### config.mk
export PLATFORM = sky130hd
export DESIGN_NAME = keyed_playback_deque_core
export DESIGN_NICKNAME = d
export VERILOG_FILES = /design/src/rtl/core/kpd_pkg.sv /design/src/rtl/core/keyed_playback_deque_core.sv /design/src/rtl/core/kpd_cell.sv
export SDC_FILE = /design/constraint.sdc
export NUM_CORES = 2
export LEC_CHECK = 0
export CELL_PAD_IN_SITES_DETAIL_PLACEMENT = 0
export CELL_PAD_IN_SITES_GLOBAL_PLACEMENT = 2
export CORE_MARGIN = 2
export CORE_UTILIZATION = 30
export CTS_BUF_LIST = sky130_fd_sc_hd__clkbuf_16
export CTS_CLUSTER_DIAMETER = 120
export DETAILED_ROUTE_END_ITERATION = 10
export DONT_BUFFER_PORTS = 1
export HOLD_SLACK_MARGIN = 0.05
export PLACE_DENSITY = 0.6
export REMOVE_ABC_BUFFERS = 1
export SYNTH_ARGS = -nofsm -noshare
export SYNTH_HDL_FRONTEND = slang
export SYNTH_HIERARCHICAL = 1
export SYNTH_SLANG_ARGS = --single-unit
### constraint.sdc
create_clock -name clock -period 26.4 [get_ports clock]
set_input_delay 1.32 -clock clock [delete_from_list [all_inputs] [get_ports clock]]
set_output_delay 1.32 -clock clock [all_outputs]
set_load 0.005 [all_outputs]
### src/rtl/core/kpd_pkg.sv
// ----------------------------------------------------------------------------
// kpd_pkg: shared types and codes for the keyed playback deque
// Holds the request and status codes, the slot entry layout and the command
// that the top level broadcasts along the row of slot cells.
// ----------------------------------------------------------------------------
package kpd_pkg;

   // Request kinds carried on req_tuser.
   localparam logic [1:0] REQ_APPEND = 2'd0;
   localparam logic [1:0] REQ_PUSH   = 2'd1;
   localparam logic [1:0] REQ_REMOVE = 2'd2;
   localparam logic [1:0] REQ_PLAY   = 2'd3;

   // Status codes carried on rsp_tuser.
   localparam logic [1:0] STAT_OK       = 2'd0;
   localparam logic [1:0] STAT_FULL     = 2'd1;
   localparam logic [1:0] STAT_NOTFOUND = 2'd2;
   localparam logic [1:0] STAT_EMPTY    = 2'd3;

   localparam int IdWidth  = 16;
   localparam int TagWidth = 32;

   // One queue slot.
   typedef struct packed {
      logic                mapped;
      logic [IdWidth-1:0]  id;
      logic [TagWidth-1:0] tag;
   } entry_type;

   // Action that every cell performs in the current cycle.
   typedef enum logic [2:0] {
      ACT_HOLD,
      ACT_MATCH,
      ACT_APPEND,
      ACT_PUSH,
      ACT_REMOVE,
      ACT_PLAY
   } act_type;

   // Command broadcast to the cell row.
   typedef struct packed {
      act_type             act;
      logic [IdWidth-1:0]  key;
      logic [TagWidth-1:0] tag;
      logic [IdWidth-1:0]  head_id;
   } cell_cmd_type;

endpackage

### src/rtl/core/keyed_playback_deque_core.sv
// A result is loaded into the result register by the apply step, which waits while
// an earlier result still sits unaccepted. A new request is taken only after the
// current one has passed the accept cycle, a match pass along the cell row, then
// the shift pass that also loads the result register.
// A new request is taken while an earlier result still waits in its register.
// Reset clears the entry count, the sequencer and the result valid; slots stay.
// ----------------------------------------------------------------------------
// keyed_playback_deque_core: ordered playback queue with keyed operations
// A row of slot cells holds the queue with the head in cell 0. Push front,
// removal by id and play next shift the row; an append writes the tail slot.
// ----------------------------------------------------------------------------
module keyed_playback_deque_core #(
   parameter int DEPTH = 16
) (
   input  logic        clock,
   input  logic        reset,
   input  logic        req_tvalid,
   output logic        req_tready,
   input  logic [47:0] req_tdata,   // song_id[15:0], song_tag[47:16]
   input  logic [1:0]  req_tuser,   // req_type[1:0]
   output logic        rsp_tvalid,
   input  logic        rsp_tready,
   output logic [55:0] rsp_tdata,   // head_valid[0], head_id[16:1], head_tag[48:17],
                                    // entry_count[53:49], zero[55:54]
   output logic [1:0]  rsp_tuser    // status[1:0]
);
   import kpd_pkg::*;

   localparam int CW = $clog2(DEPTH + 1);

   typedef enum logic [1:0] {ST_IDLE, ST_MATCH, ST_APPLY} state_type;

   state_type           state_ff, state_in;
   logic [1:0]          req_ff;
   logic [IdWidth-1:0]  key_ff;
   logic [TagWidth-1:0] tag_ff;
   logic [CW-1:0]       count_ff, count_in;
   logic                found_ff;
   logic                rsp_valid_ff;
   logic [1:0]          rsp_status_ff, status_in;
   logic                rsp_hvalid_ff;
   logic [IdWidth-1:0]  rsp_id_ff;
   logic [TagWidth-1:0] rsp_tag_ff;
   logic [4:0]          rsp_count_ff;

   cell_cmd_type        cmd;
   entry_type           new_ent;
   entry_type           ent_q [DEPTH];
   entry_type           ent_d [DEPTH];
   logic [DEPTH:0]      seen;
   logic                full;
   logic                accept;
   logic                apply_go;

   assign req_tready = (state_ff == ST_IDLE);
   assign accept     = req_tvalid && req_tready;
   assign full       = (count_ff == CW'(DEPTH));

   // The apply step runs once the result register is free or being drained.
   assign apply_go   = (state_ff == ST_APPLY) && (!rsp_valid_ff || rsp_tready);

   assign new_ent.mapped = 1'b1;
   assign new_ent.id     = key_ff;
   assign new_ent.tag    = tag_ff;

   // Decide the action, status and new count for the pending request.
   always_comb begin
      cmd.key     = key_ff;
      cmd.tag     = tag_ff;
      cmd.head_id = ent_q[0].id;
      cmd.act     = ACT_HOLD;
      status_in   = STAT_OK;
      count_in    = count_ff;
      state_in    = state_ff;
      unique case (state_ff)
         ST_IDLE: begin
            if (accept) begin
               state_in = ST_MATCH;
            end
         end
         ST_MATCH: begin
            cmd.act  = ACT_MATCH;
            state_in = ST_APPLY;
         end
         ST_APPLY: begin
            if (apply_go) begin
               state_in = ST_IDLE;
               unique case (req_ff)
                  REQ_APPEND: begin
                     if (full) begin
                        status_in = STAT_FULL;
                     end else begin
                        cmd.act  = ACT_APPEND;
                        count_in = count_ff + CW'(1);
                     end
                  end
                  REQ_PUSH: begin
                     if (!found_ff && full) begin
                        status_in = STAT_FULL;
                     end else begin
                        cmd.act = ACT_PUSH;
                        if (!found_ff) begin
                           count_in = count_ff + CW'(1);
                        end
                     end
                  end
                  REQ_REMOVE: begin
                     if (!found_ff) begin
                        status_in = STAT_NOTFOUND;
                     end else begin
                        cmd.act  = ACT_REMOVE;
                        count_in = count_ff - CW'(1);
                     end
                  end
                  default: begin
                     if (count_ff == '0) begin
                        status_in = STAT_EMPTY;
                     end else begin
                        cmd.act  = ACT_PLAY;
                        count_in = count_ff - CW'(1);
                     end
                  end
               endcase
            end
         end
         default: begin
            state_in = ST_IDLE;
         end
      endcase
   end

   // Row of slot cells; cell 0 is the head.
   assign seen[0] = 1'b0;

   for (genvar i = 0; i < DEPTH; i++) begin : g_cell
      entry_type left_ent, right_ent;
      logic      in_use, is_tail;

      assign in_use  = (CW'(i) < count_ff);
      assign is_tail = (CW'(i) == count_ff);

      if (i == 0) begin : g_first
         assign left_ent = new_ent;
      end else begin : g_mid_left
         assign left_ent = ent_q[i-1];
      end

      if (i == DEPTH - 1) begin : g_last
         assign right_ent = ent_q[i];
      end else begin : g_mid_right
         assign right_ent = ent_q[i+1];
      end

      kpd_cell u_cell (
         .clock     (clock),
         .cmd       (cmd),
         .in_use    (in_use),
         .is_tail   (is_tail),
         .seen_in   (seen[i]),
         .seen_out  (seen[i+1]),
         .left_ent  (left_ent),
         .right_ent (right_ent),
         .ent_q     (ent_q[i]),
         .ent_d     (ent_d[i])
      );
   end

   // Sequencer, request capture and result register.
   always_ff @(posedge clock) begin
      if (reset) begin
         state_ff     <= ST_IDLE;
         count_ff     <= '0;
         rsp_valid_ff <= 1'b0;
      end else begin
         state_ff <= state_in;
         count_ff <= count_in;
         if (apply_go) begin
            rsp_valid_ff <= 1'b1;
         end else if (rsp_valid_ff && rsp_tready) begin
            rsp_valid_ff <= 1'b0;
         end
      end

      if (accept) begin
         req_ff <= req_tuser;
         key_ff <= req_tdata[15:0];
         tag_ff <= req_tdata[47:16];
      end

      if (state_ff == ST_MATCH) begin
         found_ff <= seen[DEPTH];
      end

      if (apply_go) begin
         rsp_status_ff <= status_in;
         rsp_count_ff  <= 5'(count_in);
         if (count_in == '0) begin
            rsp_hvalid_ff <= 1'b0;
            rsp_id_ff     <= '0;
            rsp_tag_ff    <= '0;
         end else begin
            rsp_hvalid_ff <= 1'b1;
            rsp_id_ff     <= ent_d[0].id;
            rsp_tag_ff    <= ent_d[0].tag;
         end
      end
   end

   assign rsp_tvalid = rsp_valid_ff;
   assign rsp_tuser  = rsp_status_ff;
   assign rsp_tdata  = {2'b00, rsp_count_ff, rsp_tag_ff, rsp_id_ff, rsp_hvalid_ff};

endmodule

### src/rtl/core/kpd_cell.sv
// ----------------------------------------------------------------------------
// kpd_cell: one slot of the playback deque
// Holds one entry, takes part in the match chain that locates the mapped entry
// with the request id, and shifts toward either neighbor when told to.
// ----------------------------------------------------------------------------
module kpd_cell (
   input  logic                  clock,
   input  kpd_pkg::cell_cmd_type cmd,
   input  logic                  in_use,
   input  logic                  is_tail,
   input  logic                  seen_in,
   output logic                  seen_out,
   input  kpd_pkg::entry_type    left_ent,
   input  kpd_pkg::entry_type    right_ent,
   output kpd_pkg::entry_type    ent_q,
   output kpd_pkg::entry_type    ent_d
);
   import kpd_pkg::*;

   entry_type ent_ff, ent_in;
   logic      seen_in_ff, seen_in_in;
   logic      take_ff, take_in;
   logic      hit;

   // A hit is a live, mapped slot that holds the request id.
   assign hit      = in_use & ent_ff.mapped & (ent_ff.id == cmd.key);
   assign seen_out = seen_in | hit;

   // The match phase records where this slot lies relative to the hit.
   always_comb begin
      seen_in_in = seen_in_ff;
      take_in    = take_ff;
      if (cmd.act == ACT_MATCH) begin
         seen_in_in = seen_in;
         take_in    = seen_out;
      end
   end

   // Next slot contents for each action.
   always_comb begin
      ent_in = ent_ff;
      unique case (cmd.act)
         ACT_APPEND: begin
            if (ent_ff.id == cmd.key) begin
               ent_in.mapped = 1'b0;
            end
            if (is_tail) begin
               ent_in.mapped = 1'b1;
               ent_in.id     = cmd.key;
               ent_in.tag    = cmd.tag;
            end
         end
         ACT_PUSH: begin
            // Slots up to and including the removed one move one step back.
            if (!seen_in_ff) begin
               ent_in = left_ent;
            end
         end
         ACT_REMOVE: begin
            // Slots from the removed one on move one step forward.
            if (take_ff) begin
               ent_in = right_ent;
            end
         end
         ACT_PLAY: begin
            ent_in        = right_ent;
            ent_in.mapped = right_ent.mapped & (right_ent.id != cmd.head_id);
         end
         default: begin
            ent_in = ent_ff;
         end
      endcase
   end

   always_ff @(posedge clock) begin
      ent_ff     <= ent_in;
      seen_in_ff <= seen_in_in;
      take_ff    <= take_in;
   end

   assign ent_q = ent_ff;
   assign ent_d = ent_in;

endmodule
---- Yosys cells after proc, flatten, opt, wreduce, memory -nomap -nowiden ----
Cells that the tools add are included.
storage, ports and cells
  flip-flop bits (word level) ............. 914
  logic and storage cells ................. 426
cells by class
  bitwise logic cells ..................... 63
  muxes and demuxes ....................... 104
  add/sub/neg operators ................... 2
  reduce and logical (&&, ||, !) cells .... 47
  $lt $le $gt $ge ......................... 16
  eq/ne operators ......................... 119
operator list
  cell                                                                  count
  49-bit one-hot mux with 4 select lines                                15
  49-bit 2-to-1 mux                                                     46
  16-bit equality test                                                  16
  16-bit != test                                                        15
  49-bit one-hot mux with 3 select lines                                1
  4-bit AND reduction                                                   29
  2-bit != test, second input constant                                  31
  3-bit by 2-bit != test with 1-bit output, second input constant       16
  1-bit AND                                                             47
  4-bit by 5-bit equality test with 1-bit output, first input constant  8
  4-bit by 5-bit < comparator with 1-bit output, first input constant   8
  5-bit 2-to-1 mux                                                      7
  2-bit by 1-bit != test with 1-bit output, second input constant       16
  1-bit 2-to-1 mux                                                      21
  3-bit by 5-bit equality test with 1-bit output, first input constant  4
  3-bit by 5-bit < comparator with 1-bit output, first input constant   4
  1-bit bitwise OR                                                      15
  5-bit one-hot mux with 3 select lines                                 1
  2-bit 2-to-1 mux                                                      6
  2-bit one-hot mux with 3 select lines                                 2
  2-bit by 5-bit equality test with 1-bit output, first input constant  2
  5-bit zero test                                                       2
  1-bit by 5-bit < comparator with 1-bit output, first input constant   2
  2-bit by 5-bit < comparator with 1-bit output, first input constant   2
  22 further kinds                                                      35

---- Longest topological paths before layout ----
  depth after elaboration ................. 18
  depth in mapped cells ................... 20

---- Modules after synthesis ----
Netlist, hierarchy kept.
by module, submodules not included
  module                            times used  area an instance (sq um)  sequential area each (sq um)  cells an instance
  kpd_cell at g_cell[0].u_cell ...  15          2702.6                    1041.0                        291
  keyed_playback_deque_core         1           5109.9                    3373.2                        393
  kpd_cell at g_cell[9].u_cell      1           2621.3                    1041.0                        290

---- Worst setup path after synthesis ----
Ideal clock, no wire load.
  path kind ............................... input -> register
  start ................................... in rsp_tready
  end ..................................... reg rsp_id_ff[14], data pin
  stages .................................. 11
  path slack .............................. 15.707 ns
  data arrival time ....................... 10.410 ns
  required time ........................... 26.117 ns
  path buffers ............................ 2
  cells stage by stage .................... nand2b_1 -> nand2_2 -> nor3_1 -> nand2b_4 -> nor3b_2 -> buf_4 -> buf_4 -> a222oi_1 -> o21ai_1 -> inv_1 -> a41oi_1
RTL lines
  what                    RTL line                          text
  start: declaration      keyed_playback_deque_core.sv:22   input logic rsp_tready,
  end signal: assignment  keyed_playback_deque_core.sv:203  rsp_id_ff <= ent_d[0].id;
  end: declaration        keyed_playback_deque_core.sv:42   logic [IdWidth-1:0] rsp_id_ff;

---- Worst setup path after layout ----
  start ................................... reg key_ff[2]
  end ..................................... reg found_ff, data pin
on the way
  longest elaborated chain between the ends .. 17
  elaborated cells between the ends (all ways) .. 47
  classes of those cells .................. 16 x eq/ne; 31 x bitwise
RTL lines
  what                      RTL line                          text
  start: declaration        keyed_playback_deque_core.sv:35   logic [IdWidth-1:0] key_ff;
  start signal: assignment  keyed_playback_deque_core.sv:186  key_ff <= req_tdata[15:0];
  16-bit equality test      kpd_cell.sv:26                    assign hit = in_use & ent_ff.mapped & (ent_ff.id == cmd.key);
  1-bit AND                 kpd_cell.sv:26
  named net seen[1]         keyed_playback_deque_core.sv:50   logic [DEPTH:0] seen;
  1-bit bitwise OR          kpd_cell.sv:27                    assign seen_out = seen_in | hit;
  named net seen[2]         keyed_playback_deque_core.sv:50
  1-bit bitwise OR          kpd_cell.sv:27
  named net seen[3]         keyed_playback_deque_core.sv:50
  1-bit bitwise OR          kpd_cell.sv:27
  named net seen[4]         keyed_playback_deque_core.sv:50
  [... 1 more ...]          --
  named net seen[5]         keyed_playback_deque_core.sv:50
  [... 1 more ...]          --
  named net seen[6]         keyed_playback_deque_core.sv:50
  [... 1 more ...]          --
  named net seen[7]         keyed_playback_deque_core.sv:50
  [... 1 more ...]          --
  named net seen[8]         keyed_playback_deque_core.sv:50
  [... 1 more ...]          --
  named net seen[9]         keyed_playback_deque_core.sv:50
  [... 1 more ...]          --
  named net seen[10]        keyed_playback_deque_core.sv:50
  [... 1 more ...]          --
  named net seen[11]        keyed_playback_deque_core.sv:50
  [... 1 more ...]          --
  named net seen[12]        keyed_playback_deque_core.sv:50
  1-bit bitwise OR          kpd_cell.sv:27
  named net seen[13]        keyed_playback_deque_core.sv:50
  1-bit bitwise OR          kpd_cell.sv:27
  named net seen[14]        keyed_playback_deque_core.sv:50
  1-bit bitwise OR          kpd_cell.sv:27
  named net seen[15]        keyed_playback_deque_core.sv:50
  1-bit bitwise OR          kpd_cell.sv:27
  named net seen[16]        keyed_playback_deque_core.sv:50
  end signal: assignment    keyed_playback_deque_core.sv:191  found_ff <= seen[DEPTH];
  end: declaration          keyed_playback_deque_core.sv:38   logic found_ff;
The timed path passes the listed nets, and every way through them passes these cells.
A chain may end at the register's enable or synchronous reset.

==> results.yml <==
outcome:
  status: "finished with violations"
  violations: "design-rule violations"
sta:
  fin_crit_ns: 5.31
  setup_viol: 0
  clock.fmax_mhz: 188
  setup_tns_ns: 0
  maxSlewViolCount: 0
  fin_crit_sh_pct: 20.1
  hold_viol: 0
  hold-worst-slack_ns: 0.472
  skew_ns: 0.0456
  setup_ws_ns: 21.09
  relSlewSlack_pct: 13.5
  tightest_slew_ns: 1.30
  rsz0062_at_grt: "false"
worst_setup_path:
  cp_slowest_stage_delay_ns: 0.50
  critPathRequiredTime_ns: 26.89
  crit_fanout: 33
  r2r_cells: 20
  worstPathArrival_ns: 5.79
  crit_type: "reg2reg"
  crit_top_cell: "a31o_2"
  worst_path_dominant_cell_family: "compound AO/OA/AOI/OAI gates"
  worstReg2RegEnd: "found_ff"
  r2r_setup_slack_ns: 21.09
  start_kind: "flip-flop"
  critPathSlowestCell: "buf_4"
  crit_path_end_kind: "flip-flop"
  critPathBufInv: 1
  r2r_start: "key_ff[2]"
  path_cells: "buf_4, xnor2_1, nand4_1, nor4_1, a31o_2, a31o_2, a31o_2, a31o_2, a31o_2, a31o_2, a31o_2, a31o_2, a31o_2, o21bai_1, a31o_2, a31o_2, a31o_2, a31o_2, a31o_2, a31o_2"
job:
  cap_violations: 0
routing:
  vias_per_cell: 5.62
  wl_um: 173000
  routedWlPerCell_um: 24.2
  drt_pass1_iterations: 11
  drc_errors: 4
  vias: 40200
  ant_nets: 0
  drt_iter0_drc: 6096
placed_design:
  gp_congestion: 0.808
  dpl.hpwl_um: 117000
  io_buffers: 0
  pre_cts_ws_ns: 21.03
pwr:
  powerDensity_nw_per_um2: 93.9
  p_leak_nw: 22.2
  vdd_drop_max_uv: 60.3
logic_synthesis:
  avgSynthCellArea_um2: 9.56
  yosysUniqueCellTypes: 75
  synth_seq_cells: 931
  ys_seq_area_share_pct: 41.5
  ys.warnings.count: 6
  synth-async-reset-ratio_pct: 0
  ys.flop_type: "dfxtp_1"
  synth-edff-count: 139
  syn_inst: 5048
  syn_area_um2: 48300
cts:
  clkSlewWorstSetupHoldPaths_ns: 0.06
  cts_root_buf: "clkbuf_16"
  clkLatencyLatePin_ns: 0.73
  cts.repair.resized: 0
  cts_hold_buf: 0
  postCtsSetupBuffers: 0
  htreeDepth: 3
  cts_buffers: 109
  clockBufferDepth: 3
  cts_tree: "built"
  cts_num_sinks: 931
hold_path:
  hold_end: "g_cell[15].u_cell/ent_q[17]"
  hold_path_depth: 2
  hp-class: "reg2reg"
  worstHoldStart: "g_cell[15].u_cell/ent_q[17]"
cells_and_area:
  area_growth_pct: 9.91
  fin_nets: 4958
  layout-drive-gt1-share_pct: 8.85
  nFillCells: 16400
  multi_input_area_um2: 23000
  register_area_um2: 20000
floorplan:
  dieHeight_um: 405
  core_um2: 160000
  initial_core_util_pct: 30.1
  die_x_um: 405
  fp.dieArea_um2: 164000
  ios: 114
  fp-row-count: 147
grt:
  track_usage_pct: 20.4
  grt-ovfl-total: 0
  antenna_found_initial: 1
  grt_max_degree: 176
  grt_pass1_vias: 39100
  grt_pass1_wl_um: 261000
## registers in the layout (all words and copies together) (netlist names), 16 cells and up
| register | cells |
|---|---|
| g_cell.u_cell/seen_in_ff | 16 |
| g_cell.u_cell/take_ff | 16 |
| rsp_id_ff | 16 |
| key_ff | 16 |
| g_cell.u_cell/ent_q | 784 |
| tag_ff | 32 |
| rsp_tag_ff | 32 |
## worst reg2reg max path, delay by kind of cell (launching register included)
kind / cells / cell delay [ns]
and+or+nand+nor: 2 / 0.24
DFF: 1 / 0.32
buffers and inverters: 1 / 0.50
AOI/OAI and AO/OA: 16 / 3.84
xor gates and xnor gates: 1 / 0.21
## worst max-delay path by stage
stage               startpoint                         to  slack, ns  cells after the start
floorplan           rsp_tready              rsp_id_ff[10]       7.65                      8
finish               key_ff[2]                   found_ff      21.09                     20
global route         key_ff[2]                   found_ff      20.85                     20
detailed placement   key_ff[2]  g_cell[15].u_cell/take_ff      21.03                     20
CTS                  key_ff[2]                   found_ff      21.10                     20
global placement     key_ff[4]                   found_ff      21.12                     20
## layout make-up
type	count	share of cell area [%]
inverters	783	5.54
clock buffers	110	5.19
multi-input cells	2967	43.4
clock inverters	90	1.46
diodes	1	0.00472
well taps	2160	5.09
repair buffers	104	1.54
flip-flops and latches	931	37.8
## metal layers
| metal | GRT usage, % | wire length, um | vias to the layer above |
|---|---|---|---|
| li1 | - | - | 19000 |
| met1 | 27.3 | 76000 | 19800 |
| met2 | 34.5 | 85000 | 1153 |
| met3 | 2.43 | 7990 | 221 |
| met4 | 5.49 | 3790 | 0 |
| met5 | 0 | 0 | - |
## power by group
group | internal [W] | leakage, nW | switching, W | total [W]
Combinational | 0.000555 | 12.5 | 0.000604 | 0.00116
Sequential | 0.00180 | 7.84 | 0.000506 | 0.00231
Clock | 0.000861 | 1.84 | 0.000648 | 0.00151
## cells in the final DEF, fill, tap and decap left out, types with 8 or more instances in the layout
| cell type | instances |
|---|---|
| a41oi_1 | 48 |
| inv_1 | 809 |
| o22ai_1 | 16 |
| clkinv_2 | 22 |
| clkinv_1 | 23 |
| nand2_1 | 187 |
| nand4_1 | 124 |
| o22ai_4 | 15 |
| edfxtp_1 | 139 |
| mux2_2 | 60 |
| nand4b_1 | 31 |
| maj3_1 | 15 |
| nor4_1 | 38 |
| a31oi_1 | 33 |
| o211ai_1 | 32 |
| nor2_1 | 79 |
| bufinv_16 | 11 |
| o221ai_1 | 17 |
| o21ai_0 | 95 |
| nand2b_4 | 15 |
| a21oi_1 | 38 |
| buf_4 | 101 |
| a222oi_1 | 736 |
| o21ai_2 | 15 |
| nor2_4 | 17 |
| clkbuf_16 | 110 |
| mux2i_1 | 63 |
| nor3b_1 | 17 |
| ha_1 | 8 |
| a31o_2 | 16 |
| nor3b_4 | 30 |
| xor2_1 | 35 |
| dfxtp_1 | 792 |
| nand2b_1 | 22 |
| and3_1 | 8 |
| o21ai_1 | 600 |
| xnor2_1 | 481 |
## cell usage after synthesis, types with 4 or more instances
cell,instances,share of area (%)
mux2_2,60,1.4
mux2i_1,63,1.3
nor3_1,8,0.083
nor4_1,38,0.49
nand4b_1,31,0.56
dfxtp_1,792,33
nor2_1,79,0.61
and3_1,8,0.10
inv_1,781,6.1
buf_8,60,1.9
nand2b_1,22,0.29
o221ai_1,17,0.31
xnor2_1,481,8.7
a222oi_1,736,15
buf_4,96,1.5
a21oi_1,39,0.40
nand2b_4,15,0.43
xor2_1,35,0.64
a41oi_1,48,0.87
o211ai_1,32,0.50
nor3b_1,17,0.26
buf_2,104,1.1
a31oi_1,33,0.43
o21ai_0,95,0.99
nand3_1,4,0.041
edfxtp_1,139,8.6
maj3_1,15,0.31
buf_6,20,0.47
o22ai_2,15,0.39
ha_1,8,0.21
nand4_1,124,1.6
o21ai_1,600,6.2
o22ai_1,16,0.21
o21ai_2,15,0.27
and2_1,4,0.052
nand2_1,187,1.5
a31o_2,16,0.29
a211oi_1,8,0.12
nor3b_2,30,0.78
clkbuf_1,90,0.70
nor2_2,15,0.19
nor2b_1,6,0.078
## logic make-up after synthesis
group | synth area share, %
AOI/OAI and AO/OA | 26.8
buffers and inverters | 11.7
DFF | 41.5
and+or+nand+nor | 7.40
xor gates and xnor gates | 9.36
muxes | 2.71
adders and majority gates | 0.518
other | 0.0156
## metrics by stage
stage	total power (W)	util, %	instances	area, um^2
detailed placement	0.00349	30.9	6945	49500
finish	0.00498	33.1	7146	53100
global placement	0.00349	30.9	6945	49500
global route	0.00527	33.1	7146	53100
floorplan	0.00302	-	4681	45600
CTS	0.00504	33.1	7145	53000
(Power assumes the default switching activity.)
